$ cat config.mk
export PLATFORM = sky130hd
export DESIGN_NAME = dna_repeat_window_scanner_core
export DESIGN_NICKNAME = d
export VERILOG_FILES = /design/src/design/drwscan_pkg.sv /design/src/design/drwscan_window.sv /design/src/design/drwscan_seq.sv /design/src/design/dna_repeat_window_scanner_core.sv
export SDC_FILE = /design/constraint.sdc
export NUM_CORES = 1
export LEC_CHECK = 0
export ABC_AREA = 1
export BUFFER_PORTS_ARGS = -buffer_cell sky130_fd_sc_hd__buf_2
export CAP_MARGIN = 10
export CORE_MARGIN = 3
export CORE_UTILIZATION = 60
export DETAILED_ROUTE_END_ITERATION = 10
export GPL_ROUTABILITY_DRIVEN = 0
export PLACE_DENSITY_LB_ADDON = 0.1
export SYNTH_ARGS = -nofsm -noshare
export SYNTH_HDL_FRONTEND = slang
export SYNTH_SLANG_ARGS = --single-unit
export TNS_END_PERCENT = 10
$ cat constraint.sdc
create_clock -name clk -period 22.1 [get_ports clk]
set_input_delay 1.105 -clock clk [delete_from_list [all_inputs] [get_ports clk]]
set_output_delay 1.105 -clock clk [all_outputs]
set_load 0.01 [all_outputs]
$ cat src/design/drwscan_pkg.sv
// ----------------------------------------------------------------------------
// drwscan_pkg
// Shared types and constants of the DNA repeat window scanner.
// ----------------------------------------------------------------------------
package drwscan_pkg;

    localparam int BASE_W     = 2;
    localparam int LEN_W      = 5;
    localparam int GAP_W      = 2;
    localparam int CNT_W      = 5;
    localparam int SCORE_W    = 8;
    localparam int POS_W      = 32;
    // span = 2*L + g, with L < 32 and g < 4
    localparam int SPAN_W     = 7;

    localparam int CFG_IDX_W  = 3;
    localparam int CFG_DATA_W = 8;

    localparam int IN_TDATA_W  = 8;
    localparam int OUT_TDATA_W = 56;

    // configuration register indexes
    localparam logic [CFG_IDX_W-1:0] CFG_MIN_LENGTH         = 3'd0;
    localparam logic [CFG_IDX_W-1:0] CFG_MAX_LENGTH         = 3'd1;
    localparam logic [CFG_IDX_W-1:0] CFG_MAX_GAP            = 3'd2;
    localparam logic [CFG_IDX_W-1:0] CFG_ALLOWED_MISMATCHES = 3'd3;
    localparam logic [CFG_IDX_W-1:0] CFG_MATCH_SCORE        = 3'd4;
    localparam logic [CFG_IDX_W-1:0] CFG_MISMATCH_SCORE     = 3'd5;

    // reset values
    localparam logic [LEN_W-1:0]   RST_MIN_LENGTH         = 5'd10;
    localparam logic [LEN_W-1:0]   RST_MAX_LENGTH         = 5'd20;
    localparam logic [GAP_W-1:0]   RST_MAX_GAP            = 2'd0;
    localparam logic [CNT_W-1:0]   RST_ALLOWED_MISMATCHES = 5'd2;
    localparam logic [SCORE_W-1:0] RST_MISMATCH_SCORE     = 8'd1;

    typedef struct packed {
        logic [LEN_W-1:0]   min_length;
        logic [LEN_W-1:0]   max_length;
        logic [GAP_W-1:0]   max_gap;
        logic [CNT_W-1:0]   allowed_mismatches;
        logic [SCORE_W-1:0] mismatch_score;
    } drwscan_cfg_t;

    // result of the shared window comparator for one (L, g)
    typedef struct packed {
        logic [CNT_W-1:0] pal_mm;
        logic [CNT_W-1:0] inv_mm;
        logic             pal_hit;
        logic             inv_hit;
    } drwscan_cmp_t;

    // one hit, packed in tdata order (lowest field last)
    typedef struct packed {
        logic [CNT_W-1:0] inv_mismatches;
        logic [CNT_W-1:0] pal_mismatches;
        logic             inv_hit;
        logic             pal_hit;
        logic [GAP_W-1:0] gap;
        logic [LEN_W-1:0] window_length;
        logic [POS_W-1:0] start_position;
    } drwscan_hit_t;

    typedef enum logic [2:0] {
        ST_IDLE  = 3'b001,
        ST_SCAN  = 3'b010,
        ST_FLUSH = 3'b100
    } drwscan_state_t;

endpackage

$ cat src/design/drwscan_window.sv
// ----------------------------------------------------------------------------
// drwscan_window
// Base history shift line and the shared window comparator (one (L, g) a cycle).
// ----------------------------------------------------------------------------
module drwscan_window
    import drwscan_pkg::*;
#(
    parameter int MAX_LEN = 20,
    parameter int MAX_GAP = 2
)
(
    input  logic                clk,
    input  logic                shift_en,
    input  logic [BASE_W-1:0]   base,
    input  logic [LEN_W-1:0]    len,
    input  logic [SPAN_W-1:0]   span,
    input  logic [CNT_W-1:0]    allowed_mismatches,
    input  logic [SCORE_W-1:0]  mismatch_score,
    output drwscan_cmp_t        cmp
);

    localparam int HIST_DEPTH = 2 * MAX_LEN + MAX_GAP;
    localparam int HIST_W     = BASE_W * HIST_DEPTH;
    localparam int SH_W       = $clog2(HIST_W + 1) + 1;

    // entry k holds the base that arrived k items ago
    logic [HIST_W-1:0]   hist_reg;
    logic [HIST_W-1:0]   rev_vec;
    logic [HIST_W-1:0]   first_vec;
    logic [SH_W-1:0]     sh_amt;
    logic [MAX_LEN-1:0]  pal_diff;
    logic [MAX_LEN-1:0]  inv_diff;
    logic [CNT_W-1:0]    pal_cnt;
    logic [CNT_W-1:0]    inv_cnt;
    logic                no_penalty;

    always_ff @(posedge clk)
    begin
        if (shift_en)
        begin
            hist_reg <= {hist_reg[HIST_W-BASE_W-1:0], base};
        end
    end

    // oldest base first, so the mirrored first window lines up from bit 0
    always_comb
    begin
        for (int k = 0; k < HIST_DEPTH; k++)
        begin
            rev_vec[BASE_W*k +: BASE_W] = hist_reg[BASE_W*(HIST_DEPTH-1-k) +: BASE_W];
        end
    end

    // first[i] = history[span-1-i] = rev[HIST_DEPTH-span+i]
    assign sh_amt    = SH_W'(BASE_W) * (SH_W'(HIST_DEPTH) - SH_W'(span));
    assign first_vec = rev_vec >> sh_amt;

    always_comb
    begin
        for (int i = 0; i < MAX_LEN; i++)
        begin
            if (i < int'(len))
            begin
                pal_diff[i] = first_vec[BASE_W*i +: BASE_W] != ~hist_reg[BASE_W*i +: BASE_W];
                inv_diff[i] = first_vec[BASE_W*i +: BASE_W] != hist_reg[BASE_W*i +: BASE_W];
            end
            else
            begin
                pal_diff[i] = 1'b0;
                inv_diff[i] = 1'b0;
            end
        end
    end

    assign pal_cnt = CNT_W'($countones(pal_diff));
    assign inv_cnt = CNT_W'($countones(inv_diff));

    // L*match cancels on both sides of every score compare; with a zero
    // penalty all scores tie and both kinds hit
    assign no_penalty  = (mismatch_score == '0);
    assign cmp.pal_mm  = pal_cnt;
    assign cmp.inv_mm  = inv_cnt;
    assign cmp.pal_hit = no_penalty ||
                         ((pal_cnt <= allowed_mismatches) && (pal_cnt <= inv_cnt));
    assign cmp.inv_hit = no_penalty ||
                         ((inv_cnt <= allowed_mismatches) && (inv_cnt <= pal_cnt));

endmodule

$ cat src/design/drwscan_seq.sv
// ----------------------------------------------------------------------------
// drwscan_seq
// Sequencer over (L, g) pairs, base position counter, hit buffer and output stage.
// ----------------------------------------------------------------------------
module drwscan_seq
    import drwscan_pkg::*;
#(
    parameter int MAX_LEN = 20,
    parameter int MAX_GAP = 2
)
(
    input  logic                clk,
    input  logic                rst_n,
    input  drwscan_cfg_t        cfg,
    input  logic                in_accept,
    input  logic                in_eos,
    output logic                ready,
    output logic [LEN_W-1:0]    len,
    output logic [SPAN_W-1:0]   span,
    input  drwscan_cmp_t        cmp,
    output logic                out_valid,
    input  logic                out_ready,
    output drwscan_hit_t        out_hit,
    output logic                out_last
);

    drwscan_state_t     state_reg, state_next;
    logic [POS_W-1:0]   pos_reg, pos_next;
    logic [POS_W-1:0]   cur_pos_reg, cur_pos_next;
    logic [LEN_W-1:0]   len_reg, len_next;
    logic [LEN_W-1:0]   hi_reg, hi_next;
    logic [GAP_W-1:0]   gap_reg, gap_next;
    logic [GAP_W-1:0]   gmax_reg, gmax_next;
    logic               pend_valid_reg, pend_valid_next;
    drwscan_hit_t       pend_reg, pend_next;
    logic               m_valid_reg, m_valid_next;
    drwscan_hit_t       m_hit_reg, m_hit_next;
    logic               m_last_reg, m_last_next;

    logic [LEN_W-1:0]   lo;
    logic [LEN_W-1:0]   hi;
    logic [GAP_W-1:0]   gmax;
    logic [POS_W-1:0]   span_m1;
    logic               in_range;
    logic               hit_now;
    logic               out_free;
    drwscan_hit_t       new_hit;

    assign lo   = (cfg.min_length == '0) ? LEN_W'(1) : cfg.min_length;
    assign hi   = (int'(cfg.max_length) > MAX_LEN) ? LEN_W'(MAX_LEN) : cfg.max_length;
    assign gmax = (int'(cfg.max_gap) > MAX_GAP) ? GAP_W'(MAX_GAP) : cfg.max_gap;

    assign len      = len_reg;
    assign span     = SPAN_W'({len_reg, 1'b0}) + SPAN_W'(gap_reg);
    assign span_m1  = POS_W'(span) - POS_W'(1);
    assign in_range = (cur_pos_reg >= span_m1);
    assign hit_now  = in_range && (cmp.pal_hit || cmp.inv_hit);
    assign out_free = !m_valid_reg || out_ready;

    assign new_hit.start_position = cur_pos_reg - span_m1;
    assign new_hit.window_length  = len_reg;
    assign new_hit.gap            = gap_reg;
    assign new_hit.pal_hit        = cmp.pal_hit;
    assign new_hit.inv_hit        = cmp.inv_hit;
    assign new_hit.pal_mismatches = cmp.pal_mm;
    assign new_hit.inv_mismatches = cmp.inv_mm;

    always_comb
    begin
        state_next      = state_reg;
        pos_next        = pos_reg;
        cur_pos_next    = cur_pos_reg;
        len_next        = len_reg;
        hi_next         = hi_reg;
        gap_next        = gap_reg;
        gmax_next       = gmax_reg;
        pend_valid_next = pend_valid_reg;
        pend_next       = pend_reg;
        m_valid_next    = m_valid_reg;
        m_hit_next      = m_hit_reg;
        m_last_next     = m_last_reg;

        if (m_valid_reg && out_ready)
        begin
            m_valid_next = 1'b0;
        end

        unique case (state_reg)
            ST_IDLE:
            begin
                if (in_accept)
                begin
                    cur_pos_next = pos_reg;
                    if (in_eos)
                    begin
                        pos_next = '0;
                    end
                    else if (pos_reg != '1)
                    begin
                        pos_next = pos_reg + POS_W'(1);
                    end
                    len_next   = lo;
                    gap_next   = '0;
                    hi_next    = hi;
                    gmax_next  = gmax;
                    state_next = (lo <= hi) ? ST_SCAN : ST_IDLE;
                end
            end
            ST_SCAN:
            begin
                // hold the pair while a hit has nowhere to go
                if (!(hit_now && pend_valid_reg && !out_free))
                begin
                    if (hit_now)
                    begin
                        if (pend_valid_reg)
                        begin
                            m_hit_next   = pend_reg;
                            m_last_next  = 1'b0;
                            m_valid_next = 1'b1;
                        end
                        pend_next       = new_hit;
                        pend_valid_next = 1'b1;
                    end
                    if (gap_reg == gmax_reg)
                    begin
                        if (len_reg == hi_reg)
                        begin
                            state_next = ST_FLUSH;
                        end
                        else
                        begin
                            len_next = len_reg + LEN_W'(1);
                            gap_next = '0;
                        end
                    end
                    else
                    begin
                        gap_next = gap_reg + GAP_W'(1);
                    end
                end
            end
            ST_FLUSH:
            begin
                if (!pend_valid_reg)
                begin
                    state_next = ST_IDLE;
                end
                else if (out_free)
                begin
                    m_hit_next      = pend_reg;
                    m_last_next     = 1'b1;
                    m_valid_next    = 1'b1;
                    pend_valid_next = 1'b0;
                    state_next      = ST_IDLE;
                end
            end
            default:
            begin
                state_next = ST_IDLE;
            end
        endcase
    end

    always_ff @(posedge clk or negedge rst_n)
    begin
        if (!rst_n)
        begin
            state_reg      <= ST_IDLE;
            pos_reg        <= '0;
            pend_valid_reg <= 1'b0;
            m_valid_reg    <= 1'b0;
        end
        else
        begin
            state_reg      <= state_next;
            pos_reg        <= pos_next;
            pend_valid_reg <= pend_valid_next;
            m_valid_reg    <= m_valid_next;
        end
    end

    always_ff @(posedge clk)
    begin
        cur_pos_reg <= cur_pos_next;
        len_reg     <= len_next;
        hi_reg      <= hi_next;
        gap_reg     <= gap_next;
        gmax_reg    <= gmax_next;
        pend_reg    <= pend_next;
        m_hit_reg   <= m_hit_next;
        m_last_reg  <= m_last_next;
    end

    assign ready     = (state_reg == ST_IDLE);
    assign out_valid = m_valid_reg;
    assign out_hit   = m_hit_reg;
    assign out_last  = m_last_reg;

endmodule

$ cat src/design/dna_repeat_window_scanner_core.sv
// ----------------------------------------------------------------------------
// dna_repeat_window_scanner_core
// Streams DNA bases and reports palindrome / inverted-repeat window hits.
// ----------------------------------------------------------------------------
//
//   channel   direction  transaction                        fields
//   s_*       in         one base                           tdata: base; tlast: end of sequence
//   m_*       out        one hit per matching (L, g)        tdata: hit fields; tlast: last hit
//   cfg_*     in         one register write, no read-back   index 0..5, data 8 bits
//
// Steps for each base: the idle state takes the base, each (L, g) pair then passes
// through the shared comparator in turn, and a flush step releases the final hit;
// the next base is taken only once the scan is back in the idle state.
// Reset clears control state and the base position; the history needs no clear
// because a pair is tested only once all of its bases have arrived.
// A stalled output holds the scan when a new hit finds both the hit buffer and
// the output register full, and holds the final release while that register stays full.
//
module dna_repeat_window_scanner_core
    import drwscan_pkg::*;
#(
    parameter int MAX_LEN = 20,
    parameter int MAX_GAP = 2
)
(
    input  logic                    clk,
    input  logic                    rst_n,

    input  logic                    s_tvalid,
    output logic                    s_tready,
    input  logic [IN_TDATA_W-1:0]   s_tdata,   // [1:0] base, [7:2] zero
    input  logic                    s_tlast,

    output logic                    m_tvalid,
    input  logic                    m_tready,
    // [31:0] start_position, [36:32] window_length, [38:37] gap, [39] pal_hit,
    // [40] inv_hit, [45:41] pal_mismatches, [50:46] inv_mismatches, [55:51] zero
    output logic [OUT_TDATA_W-1:0]  m_tdata,
    output logic                    m_tlast,

    input  logic                    cfg_wr_en,
    input  logic [CFG_IDX_W-1:0]    cfg_index,
    input  logic [CFG_DATA_W-1:0]   cfg_wdata
);

    localparam int HIT_W = $bits(drwscan_hit_t);

    drwscan_cfg_t       cfg_reg;
    drwscan_cmp_t       cmp;
    drwscan_hit_t       out_hit;
    logic               in_accept;
    logic               seq_ready;
    logic [LEN_W-1:0]   len;
    logic [SPAN_W-1:0]  span;

    // Configuration registers. match_score cancels out of every score
    // comparison, so a write to it has nothing to store.
    always_ff @(posedge clk or negedge rst_n)
    begin
        if (!rst_n)
        begin
            cfg_reg.min_length         <= RST_MIN_LENGTH;
            cfg_reg.max_length         <= RST_MAX_LENGTH;
            cfg_reg.max_gap            <= RST_MAX_GAP;
            cfg_reg.allowed_mismatches <= RST_ALLOWED_MISMATCHES;
            cfg_reg.mismatch_score     <= RST_MISMATCH_SCORE;
        end
        else if (cfg_wr_en)
        begin
            unique case (cfg_index)
                CFG_MIN_LENGTH:         cfg_reg.min_length         <= cfg_wdata[LEN_W-1:0];
                CFG_MAX_LENGTH:         cfg_reg.max_length         <= cfg_wdata[LEN_W-1:0];
                CFG_MAX_GAP:            cfg_reg.max_gap            <= cfg_wdata[GAP_W-1:0];
                CFG_ALLOWED_MISMATCHES: cfg_reg.allowed_mismatches <= cfg_wdata[CNT_W-1:0];
                CFG_MISMATCH_SCORE:     cfg_reg.mismatch_score     <= cfg_wdata;
                default:
                begin
                    // match_score and unused indexes: drop the write
                end
            endcase
        end
    end

    assign s_tready  = seq_ready;
    assign in_accept = s_tvalid && seq_ready;

    // history shift line plus the one comparator shared by all (L, g) pairs
    drwscan_window #(
        .MAX_LEN (MAX_LEN),
        .MAX_GAP (MAX_GAP)
    ) u_window (
        .clk                (clk),
        .shift_en           (in_accept),
        .base               (s_tdata[BASE_W-1:0]),
        .len                (len),
        .span               (span),
        .allowed_mismatches (cfg_reg.allowed_mismatches),
        .mismatch_score     (cfg_reg.mismatch_score),
        .cmp                (cmp)
    );

    // walk L ascending, g ascending; hold one hit back to mark the last one
    drwscan_seq #(
        .MAX_LEN (MAX_LEN),
        .MAX_GAP (MAX_GAP)
    ) u_seq (
        .clk       (clk),
        .rst_n     (rst_n),
        .cfg       (cfg_reg),
        .in_accept (in_accept),
        .in_eos    (s_tlast),
        .ready     (seq_ready),
        .len       (len),
        .span      (span),
        .cmp       (cmp),
        .out_valid (m_tvalid),
        .out_ready (m_tready),
        .out_hit   (out_hit),
        .out_last  (m_tlast)
    );

    assign m_tdata = {(OUT_TDATA_W-HIT_W)'(0), out_hit};

endmodule

### Word-level counts from Yosys, hierarchy flattened

Cells that the tools add are included.

* flip-flop bits (word level): 295
* output and inout port bits: 59

* add/sub/neg operators: 45
* $lt $le $gt $ge: 28
* equality and inequality tests: 61
* shifts and indexed selects: 1
* muxes and demuxes: 86
* bitwise gates (word level): 21
* reduce and logical (&&, ||, !) cells: 32

Operators with widths (count)
* $mux W51: 5
* $pmux W51 S2: 1
* $add A5 B5 Y5: 18
* $shr A84 B8 Y40: 1
* $ne A2 B2 Y1: 40
* $mux W32: 2
* $mux W1: 55
* $add A1 B1 Y2: 20
* $lt A4 B5 Y1 const A: 8
* $not A2 Y2: 20
* $add A32 B1 Y32 const B: 1
* $ge A32 B32 Y1: 1
* $ne A32 B32 Y1 const B: 1
* $sub A32 B32 Y32: 1
* $mux W5: 6
* $le A5 B5 Y1: 5
* $lt A3 B5 Y1 const A: 4
* $lt A5 B5 Y1 const A: 4
* $mux W3: 6
* $ne A2 B1 Y1 const B: 6
* $reduce_and A2 Y1: 6
* $lt A1 B5 Y1 const A: 2
* $lt A2 B5 Y1 const A: 2
* $mux W2: 5
* 30 further kinds: 54

### Longest topological paths before layout

Gate-level depths: netlist (run 1).

* depth after elaboration: 19
* mapped depth: 49

### Hierarchy

Synthesis (run 1) repeated with hierarchy kept, for this count alone.

* cells, all modules: 2560
* area, all modules: 20195.6 um2

Modules (own cells, without submodules)
* drwscan_window: instances 1, cells an instance 1521, area an instance 9661.8 um2, seq. area each 2522.4 um2
* drwscan_seq: instances 1, cells an instance 909, area an instance 9431.5 um2, seq. area each 5401.4 um2
* dna_repeat_window_scanner_core: instances 1, cells an instance 130, area an instance 1102.3 um2, seq. area each 633.1 um2

### Worst setup path after synthesis (run 1)

OpenSTA, ideal clock, no wires.

* path type: flip-flop to flip-flop
* from: register u_seq.gap_reg[0]
* to: register u_seq.m_hit_reg (netlist bit u_seq.out_hit[0]) (enable)
* arrival: 10713 ps
* setup slack: 10861 ps
* cell stages (with the launch flop): 42
* period minus slack after synthesis: 11239 ps
* cells stage by stage: edfxtp_1 > inv_1 > clkbuf_1 > clkbuf_1 > ha_1 > clkbuf_1 > inv_1 > buf_2 > clkbuf_1 > nand2_1 > a31oi_1 > nand2_1 > o21ai_0 > nand2_1 > nand2_1 > xor2_1 > nor2_1 > nor2_1 > (+6 left out) > inv_1 > fa_1 > fa_1 > xnor2_1 > inv_1 > ha_1 > nand2_1 > o21ai_0 > nand3_1 > nand2_1 > nand2_1 > nand2_1 > nand3_1 > nand2_1 > nor2_1 > nand3_1 > nand2_1 > nor3_1

* elaborated cells between the ends (all ways): 138

RTL lines
* start: declaration: line drwscan_seq.sv:32 `logic [GAP_W-1:0] gap_reg, gap_next;`
* start signal: assignment: line drwscan_seq.sv:188 `gap_reg <= gap_next;`
* $add A6 B2 Y7 (*): line drwscan_seq.sv:54 `assign span = SPAN_W'({len_reg, 1'b0}) + SPAN_W'(gap_reg);`
* $sub A7 B1 Y8 (*): line drwscan_seq.sv:55 `assign span_m1 = POS_W'(span) - POS_W'(1);`
* net u_seq.span_m1[0]: line drwscan_seq.sv:43 `logic [POS_W-1:0] span_m1;`
* $ge A32 B32 Y1 (*): line drwscan_seq.sv:56 `assign in_range = (cur_pos_reg >= span_m1);`
* $logic_and A1 B1 Y1 (*): line drwscan_seq.sv:57 `assign hit_now = in_range && (cmp.pal_hit || cmp.inv_hit);`
* $logic_and A1 B1 Y1 (2 in a row): line drwscan_seq.sv:112 `if (!(hit_now && pend_valid_reg && !out_free))`
* $ne A2 B2 Y1 (no source line)
* $reduce_and A6 Y1 (no source line) (*)
* end signal: assignment: line drwscan_seq.sv:191 `m_hit_reg <= m_hit_next;`
* end: declaration: line drwscan_seq.sv:37 `drwscan_hit_t m_hit_reg, m_hit_next;`

The timed path passes the listed nets; every way through them passes the cells marked *.
A chain may end at the register's enable or synchronous reset.

==> qor.csv, run 1 <==
metric,value,unit
status,"complete, no violations",
cp-start-kind,flip-flop,
synth_simple_gate_area_share,20.4,%
ys_ff_latch,295,
synth.most_common_cell,nand2_1,
setup_viol,0,
initial_core_util,61.2,%
nNetsFinal,2491,
syn_inst,2324,
synthMuxAreaShare,1.98,%
crit_top_cell,nand2_1,
clkSlewWorstSetupHoldPaths,0.06,ns
arrival,10.97,ns
dieArea,34600,sq um
synthArstFlopShare,21.0,%
final-seq-area,8560,sq um
synth.area.top_cells,"edfxtp_1 (36%), nand2_1 (11%), dfrtp_1 (7.1%), o21ai_0 (7.0%), ha_1 (5.5%)",
grt_use_total,27.4,%
drcViolationCount,0,
finalHoldViolCount,0,
yosys_warnings,0,
die_h,186,um
crit_fanout,72,
ys_top_cells_by_count,"nand2_1 (589), o21ai_0 (273), inv_1 (255)",
vias,16000,
rsz0062_at_grt,false,
grt_pass1_wl,76000,um
hpwlAfterDp,33800,um
crit_slowest_cell,buf_4,
period_needed,10.81,ns
area_growth,8.74,%
cts_sinks,295,
skew,0.0183,ns
antenna_found_initial,0,
root_buffer,clkbuf_16,
synth_area,19400,sq um
ant_nets,0,
diodes,0,
yosys.area_share.adder,8.47,%
multi_input_area,9430,sq um
fin_crit_sh,48.9,%
hp-start,u_seq.pend_reg[8],
criticalPathCategory,flip-flop to flip-flop,
tns,0,ns
routed_wl,46800,um
hold_buffers,0,
cts_max_level,2,
synth_flop_cell,edfxtp_1,
synth_compound_area_share,13.5,%
slew_headroom,20.1,%
vias_per_cell,5.75,
slowest_delay,0.60,ns
r2r_cells,39,
num_io_pins,84,
cts_tree,yes,
reg2reg_to,u_seq.pend_reg[50],
first_pass_iters,5,
die_w,186,um
grt_pass1_vias,15500,
synth_xor_area_share,3.94,%
post_drt_wl_per_cell,16.8,um
n_fill_cell,2592,
yosysSeqAreaShare,44.1,%
ys_types,61,
yosys.area.top_type,edfxtp_1,
cap_viol_max_count,0,
required,22.26,ns
synth_top_area_share,36.0,%
layout-drive-gt1-share,8.46,%
postCtsSetupBuffers,0,
clockBufferDepth,3,
cp-end-kind,flip-flop,
cts-buffers-inserted,34,
core_area,31700,sq um
worstHoldPathType,flip-flop to flip-flop,
rows,65,
r2r_start,u_seq.len[0],
slew_violations,0,
clk_latency,0.54,ns
fmax,0.0925,GHz
synth_area_per_cell,8.35,sq um
hold_depth,0,
port_buffers,72,
synth_top_family_by_area,simple AND/OR/NAND/NOR gates,
grt_start_max_net_pins,84,
reg2reg_slack,11.29,ns
gr-total-overflow,0,
tightest_slew,1.20,ns
first_iter_violations,1469,
worstHoldEndpoint,u_seq.out_hit[8],
synth_edf_count,233,
largest_reg_flops,84,
ctsResizeCount,0,
how the worst max path moves through the flow:
stage | from | endpoint | slack (ns)
3_3_place_gp | u_seq.len[0] | u_seq.pend_reg[14] | 11.72
2_1_floorplan | u_seq.gap_reg[0] | u_seq.out_hit[0] | 10.86
5_1_grt | u_seq.gap_reg[0] | u_seq.pend_reg[44] | 10.58
3_5_place_dp | u_seq.len[0] | u_seq.pend_reg[0] | 11.53
6_report | u_seq.len[0] | u_seq.pend_reg[50] | 11.29
4_1_cts | u_seq.len[0] | u_seq.pend_reg[8] | 11.42
final cells by class:
class / instances / share of cell area, %
timing repair buffer: 86 / 2.20
multi-input combinational: 1670 / 44.6
tap: 402 / 2.38
inverter: 265 / 4.71
clock inverter: 18 / 1.32
sequential: 295 / 40.5
clock buffer: 42 / 4.22
per-layer routing:
metal,GRT usage [%],share of wire (%)
met5,0,0
met3,3.79,6.1
met4,11.1,4.0
met2,45.9,47
met1,36.2,43
per-stage QoR:
stage               cells  setup slack, ns  instance area (sq um)  hold WS [ns]  utilization [%]
detailed placement   2718            11.53                  19900         0.405             62.9
finish               2778            11.29                  21100         0.415             66.6
global route         2778            10.58                  21100         0.421             66.6
global placement     2718            11.72                  19900         0.402             62.9
floorplan            2328            10.86                  19400         0.400                -
CTS                  2778            11.42                  21100         0.419             66.6
layout by cell type (no fill, tap or decap), types with 8 or more instances in the layout:
| cell type | count |
|---|---|
| a21oi_1 | 126 |
| a31oi_1 | 13 |
| buf_2 | 72 |
| buf_4 | 14 |
| clkbuf_16 | 34 |
| dfrtp_1 | 55 |
| edfxtp_1 | 233 |
| fa_1 | 29 |
| ha_1 | 84 |
| inv_1 | 254 |
| inv_2 | 11 |
| mux2i_1 | 35 |
| nand2_1 | 589 |
| nand3_1 | 100 |
| nand4_1 | 13 |
| nor2_1 | 158 |
| nor3_1 | 31 |
| nor4_1 | 9 |
| o211ai_1 | 13 |
| o21a_1 | 8 |
| o21ai_0 | 273 |
| o21ai_1 | 11 |
| o31ai_1 | 11 |
| or2_2 | 18 |
| xnor2_1 | 23 |
| xor2_1 | 48 |
cell families after synthesis:
family	after synthesis
and+or+nand+nor	948
AOI/OAI and AO/OA	488
buffers and inverters	363
DFF	295
adders and majority gates	114
xor gates and xnor gates	77
muxes	38
other	1
critical path: cells and delay by family, from the launching register on:
kind / cells / cell delay (ns)
flip-flops: 1 / 0.56
adder cells (fa/ha/maj): 9 / 3.83
XOR/XNOR: 2 / 0.77
buffers and inverters: 8 / 2.29
AO/OA/AOI/OAI: 3 / 0.75
AND/OR/NAND/NOR: 17 / 2.20
Power of run 1 is left out: the tool's default activity adds up to more than one toggle a clock period on the data nets, which glitch-free logic cannot reach.
==> run 2: changes to the inputs <==
==> constraint.sdc (replaced) <==
create_clock -name clk -period 10 [get_ports clk]
set_input_delay 0.5 -clock clk [delete_from_list [all_inputs] [get_ports clk]]
set_output_delay 0.5 -clock clk [all_outputs]
set_load 0.01 [all_outputs]
==> run 2 against run 1 <==
Effect of this change: wire length rose by 1.8%; final cell count up 0.36%; clock skew grew 0.015 ns; first-iteration DRC count shrank 7.3%; critical path type unchanged; highest routed layer unchanged.
==> qor.csv, run 2 (synthesis gave the netlist of run 1 again) <==
metric,value,unit
tns,0,ns
criticalPathCategory,flip-flop to flip-flop,
reg2reg_slack,0.63,ns
die_h,186,um
cp.depth,38,
cts_max_level,2,
rsz0062_at_grt,false,
vias_per_cell,5.79,
grt_use_total,28.2,%
dieArea,34600,sq um
cts_sinks,295,
tightest_slew,0.948,ns
clk_latency,0.55,ns
required,10.20,ns
core_area,31700,sq um
root_buffer,clkbuf_16,
worstHoldPathType,primary input to async pin,
cp-end-kind,flip-flop,
cts_tree,yes,
clockBufferDepth,3,
crit_start,u_seq.len[0],
hpwlAfterDp,34400,um
crit_top_cell,nand2_1,
finish.utilization,67.0,%
reg2reg_to,u_seq.pend_reg[39],
r2r_cells,38,
fin_crit_sh,93.7,%
fmax,0.107,GHz
slew_violations,0,
drcViolationCount,0,
ant_nets,0,
endpoint,u_seq.pend_reg[39],
status,"complete, no violations",
cp-start-kind,flip-flop,
skew,0.0335,ns
layout-drive-gt1-share,9.01,%
first_pass_iters,6,
cap_viol_max_count,0,
antenna_found_initial,0,
port_buffers,72,
routed_wl,47600,um
slowest_delay,0.57,ns
r2r_start,u_seq.len[0],
critPathBufInv,5,
nNetsFinal,2500,
period_needed,9.37,ns
arrival,9.57,ns
hold_buffers,0,
critPathTopFamily,adder cells,
crit_fanout,51,
largest_reg_flops,84,
fin_hold_ws,0.139,ns
initial_core_util,61.2,%
clkSlewWorstSetupHoldPaths,0.06,ns
gr-total-overflow,0,
finalHoldViolCount,0,
diodes,0,
slew_headroom,36.8,%
vias,16100,
crit_slowest_cell,xor2_4,
first_iter_violations,1362,
grt_start_max_net_pins,78,
post_drt_wl_per_cell,17.1,um
setup_viol,0,
die_w,186,um
area_growth,9.43,%
rows,65,
cts-buffers-inserted,34,
num_io_pins,84,
grt_pass1_vias,15600,
final_common_cell,nand2_1,
grt_pass1_wl,77200,um
mostFrequentLayoutCells,"nand2_1 (589), o21ai_0 (273), inv_1 (254), edfxtp_1 (233), nor2_1 (158)",
## run 2: changes by cell type in the layout (fill, tap and decap cells not counted), sizes merged
cell	delta
buf	+9
clkbuf	+3
bufinv	-1
clkinv	-1
clkinvlp	-1
inv	+1
## run 2: worst min path at each step
stage          slack [ns]                    to  cells after the start          startpoint
2_1_floorplan        0.20           cfg_reg[10]                      0               rst_n
3_3_place_gp         0.40     u_seq.out_hit[50]                      0  u_seq.pend_reg[50]
3_5_place_dp         0.40     u_seq.out_hit[16]                      0  u_seq.pend_reg[16]
4_1_cts              0.12  u_window.hist_reg[0]                      1          s_tdata[0]
5_1_grt              0.12  u_window.hist_reg[0]                      1          s_tdata[0]
6_report             0.14            cfg_reg[5]                      2               rst_n
## run 2: through the flow
step	cells	worst slack, ns	cell area (sq um)
2_1_floorplan	2328	0.178	19400
3_3_place_gp	2727	0.915	20100
3_5_place_dp	2727	0.748	20100
4_1_cts	2788	0.683	21200
5_1_grt	2788	0.0397	21200
6_report	2788	0.630	21200
## run 2: repair_timing
item | 4_1_cts | 5_1_grt
endpoints found under the setup margin | 0 | 51
endpoints found under the hold margin | 0 | 0
resized for setup | 0 | 2
setup buffers | 0 | 0
## run 2: metal layers
layer	track usage (%)	up-vias	part of all wire [%]
li1	-	7858	-
met1	36.6	7549	42
met2	47.6	588	48
met3	4.24	135	6.3
met4	11.5	0	4.1
met5	0	-	0
## run 2: cell type report
class	count	area [sq um]
fillers	2632	10500
repair buffers	95	583
multi-input cells	1670	9430
clock inverters	16	233
clock buffers	45	943
flip-flops and latches	295	8560
inverters	265	997
well taps	402	503
Power of run 2 is left out for the same reason.
==> run 3: changes to the inputs <==
--- a/config.mk
+++ b/config.mk
@@ -6,14 +6,15 @@
 export NUM_CORES = 1
 export LEC_CHECK = 0
 export ABC_AREA = 1
-export BUFFER_PORTS_ARGS = -buffer_cell sky130_fd_sc_hd__buf_2
+export BUFFER_PORTS_ARGS = -buffer_cell sky130_fd_sc_hd__buf_4
 export CAP_MARGIN = 10
 export CORE_MARGIN = 3
-export CORE_UTILIZATION = 60
+export CORE_UTILIZATION = 29
 export DETAILED_ROUTE_END_ITERATION = 10
 export GPL_ROUTABILITY_DRIVEN = 0
 export PLACE_DENSITY_LB_ADDON = 0.1
 export SYNTH_ARGS = -nofsm -noshare
 export SYNTH_HDL_FRONTEND = slang
+export SYNTH_HIERARCHICAL = 1
 export SYNTH_SLANG_ARGS = --single-unit
 export TNS_END_PERCENT = 10
==> run 3 against run 2 <==
Effect of this change: synthesized cell count rose by 10%; critical path depth fell by 3; wire length up 25%; largest cell class unchanged; hold slack lost 0.11 ns; clock-buffer cell count is the same; final cell count increased by 28%; register-to-register slack better by 0.27 ns; clock skew down 0.0089 ns; fmax is 3.0% higher; highest routed layer unchanged.
==> qor.csv, run 3 <==
metric,value,unit
status,"complete, no violations",
ys_types,57,
fin_hold_ws,0.0307,ns
fin_crit_sh,91.0,%
core_area,68800,sq um
reg2reg_slack,0.90,ns
die_w,270,um
routed_wl,59600,um
skew,0.0246,ns
drcViolationCount,0,
hpwlAfterDp,45000,um
r2r_cells,35,
grt_use_total,16.1,%
ys_ff_latch,295,
vias_per_cell,4.87,
rsz0062_at_grt,false,
place_area,21700,sq um
first_pass_iters,6,
gr-total-overflow,0,
critPathBufInv,5,
vias,17300,
finalHoldViolCount,0,
synth.area.top_cells,"edfxtp_1 (35%), nand2_1 (16%), nand3_1 (12%), dfrtp_1 (6.8%), ha_1 (4.5%)",
nNetsFinal,2730,
diodes,0,
fmax,0.110,GHz
cp-end-kind,flip-flop,
arrival,9.31,ns
root_buffer,clkbuf_16,
criticalPathCategory,flip-flop to flip-flop,
tightest_slew,1.05,ns
period_needed,9.10,ns
cp-start-kind,flip-flop,
grt_start_max_net_pins,88,
rows,96,
largest_reg_flops,84,
num_io_pins,84,
synthArstFlopShare,21.0,%
cts_tree,yes,
slew_violations,0,
reg2reg_to,u_seq/len[3],
n_fill_cell,7249,
hold_buffers,0,
setup_viol,0,
clk_latency,0.56,ns
synth_area,20200,sq um
cts-buffers-inserted,38,
first_iter_violations,1305,
area_growth,13.5,%
initial_core_util,29.3,%
die_h,270,um
yosys.area.top_type,edfxtp_1,
yosys_warnings,6,
cp.depth,35,
synth.most_common_cell,nand2_1,
critPathTopFamily,adder cells,
r2r_start,u_seq/gap_reg[1],
worstHoldPathType,primary input to async pin,
slowest_delay,0.56,ns
cts_max_level,2,
layout-drive-gt1-share,9.12,%
crit_slowest_cell,fa_1,
required,10.21,ns
port_buffers,72,
yosysSeqAreaShare,42.4,%
post_drt_wl_per_cell,16.7,um
synth_top_area_share,34.6,%
clkSlewWorstSetupHoldPaths,0.06,ns
crit_start,u_seq/gap_reg[1],
cap_viol_max_count,0,
grt_pass1_vias,16800,
synth_edf_count,233,
slew_headroom,29.6,%
synth_flop_cell,edfxtp_1,
crit_fanout,30,
synth_area_per_cell,7.89,sq um
endpoint,u_seq/len[3],
mostFrequentLayoutCells,"nand2_1 (850), nand3_1 (483), edfxtp_1 (233), inv_1 (188), nor2_1 (120)",
clockBufferDepth,3,
ys_top_cells_by_count,"nand2_1 (852), nand3_1 (483), edfxtp_1 (233)",
final_area,22900,sq um
grt_pass1_wl,95200,um
syn_inst,2560,
ant_nets,0,
dieArea,72800,sq um
final_common_cell,nand2_1,
cts_sinks,295,
crit_top_cell,fa_1,
antenna_found_initial,0,
-- run 3: cell count changes after synthesis, sizes merged, moves of 13 or more --
cell / before / now
nor2: 164 / 136
ha: 85 / 72
nand3: 101 / 485
inv: 265 / 203
a21oi: 126 / 71
nand2: 597 / 868
clkbuf: 50 / 23
or2: 22 / 3
o21ai: 284 / 75
buf: 48 / 80
mux2i: 35 / 0
-- run 3: per-layer routing --
| layer | track usage [%] | up-vias | wire [um] |
|---|---|---|---|
| met2 | 25.9 | 353 | 26800 |
| li1 | - | 8699 | - |
| met3 | 2.15 | 81 | 2500 |
| met5 | 0 | - | 0 |
| met1 | 23.0 | 8201 | 29000 |
| met4 | 3.98 | 0 | 1280 |
-- run 3: per-stage QoR --
step                      setup TNS (ns)  util [%]  setup slack [ns]  instances
after floorplan                   -53.98         -             -1.06       2564
after global placement                 0      31.5             0.741       3495
after detailed placement               0      31.5             0.708       3495
after CTS                              0      33.3             0.656       3563
after global routing                   0      33.3             0.228       3563
final                                  0      33.3             0.902       3563
-- run 3: timing repair --
action / CTS / global route
gates resized for setup: 0 / 1
endpoints found under the setup margin: 0 / 5
buffers inserted: 0 / 0
-- run 3: worst min-delay path by stage --
stage                        end  depth (start not counted)
6_report              cfg_reg[2]                          1
3_5_place_dp   u_seq/out_hit[33]                          0
2_1_floorplan        cfg_reg[10]                          0
5_1_grt               cfg_reg[2]                          1
4_1_cts               cfg_reg[6]                          1
3_3_place_gp   u_seq/out_hit[28]                          0
-- run 3: layout make-up --
| type | count | area [sq um] | area share [%] |
|---|---|---|---|
| flip-flops and latches | 295 | 8560 | 37.3 |
| clock inverters | 23 | 246 | 1.08 |
| repair buffers | 103 | 848 | 3.70 |
| clock buffers | 45 | 998 | 4.36 |
| inverters | 204 | 767 | 3.35 |
| well taps | 931 | 1160 | 5.08 |
| multi-input cells | 1962 | 10300 | 45.1 |
-- run 3: cell families (layout without fill, tap and decap cells) --
kind of cell / count (synthesis) / after routing / share of synthesized area, %
compound gates: 210 / 210 / 6.05
xor+xnor: 80 / 80 / 3.58
fa+ha+maj: 101 / 101 / 7.34
buf+inv: 307 / 375 / 6.65
flops: 295 / 295 / 42.4
other cells: 1 / 5 / 0.0186
simple gates: 1566 / 1566 / 34.0
Power of run 3 is left out for the same reason.
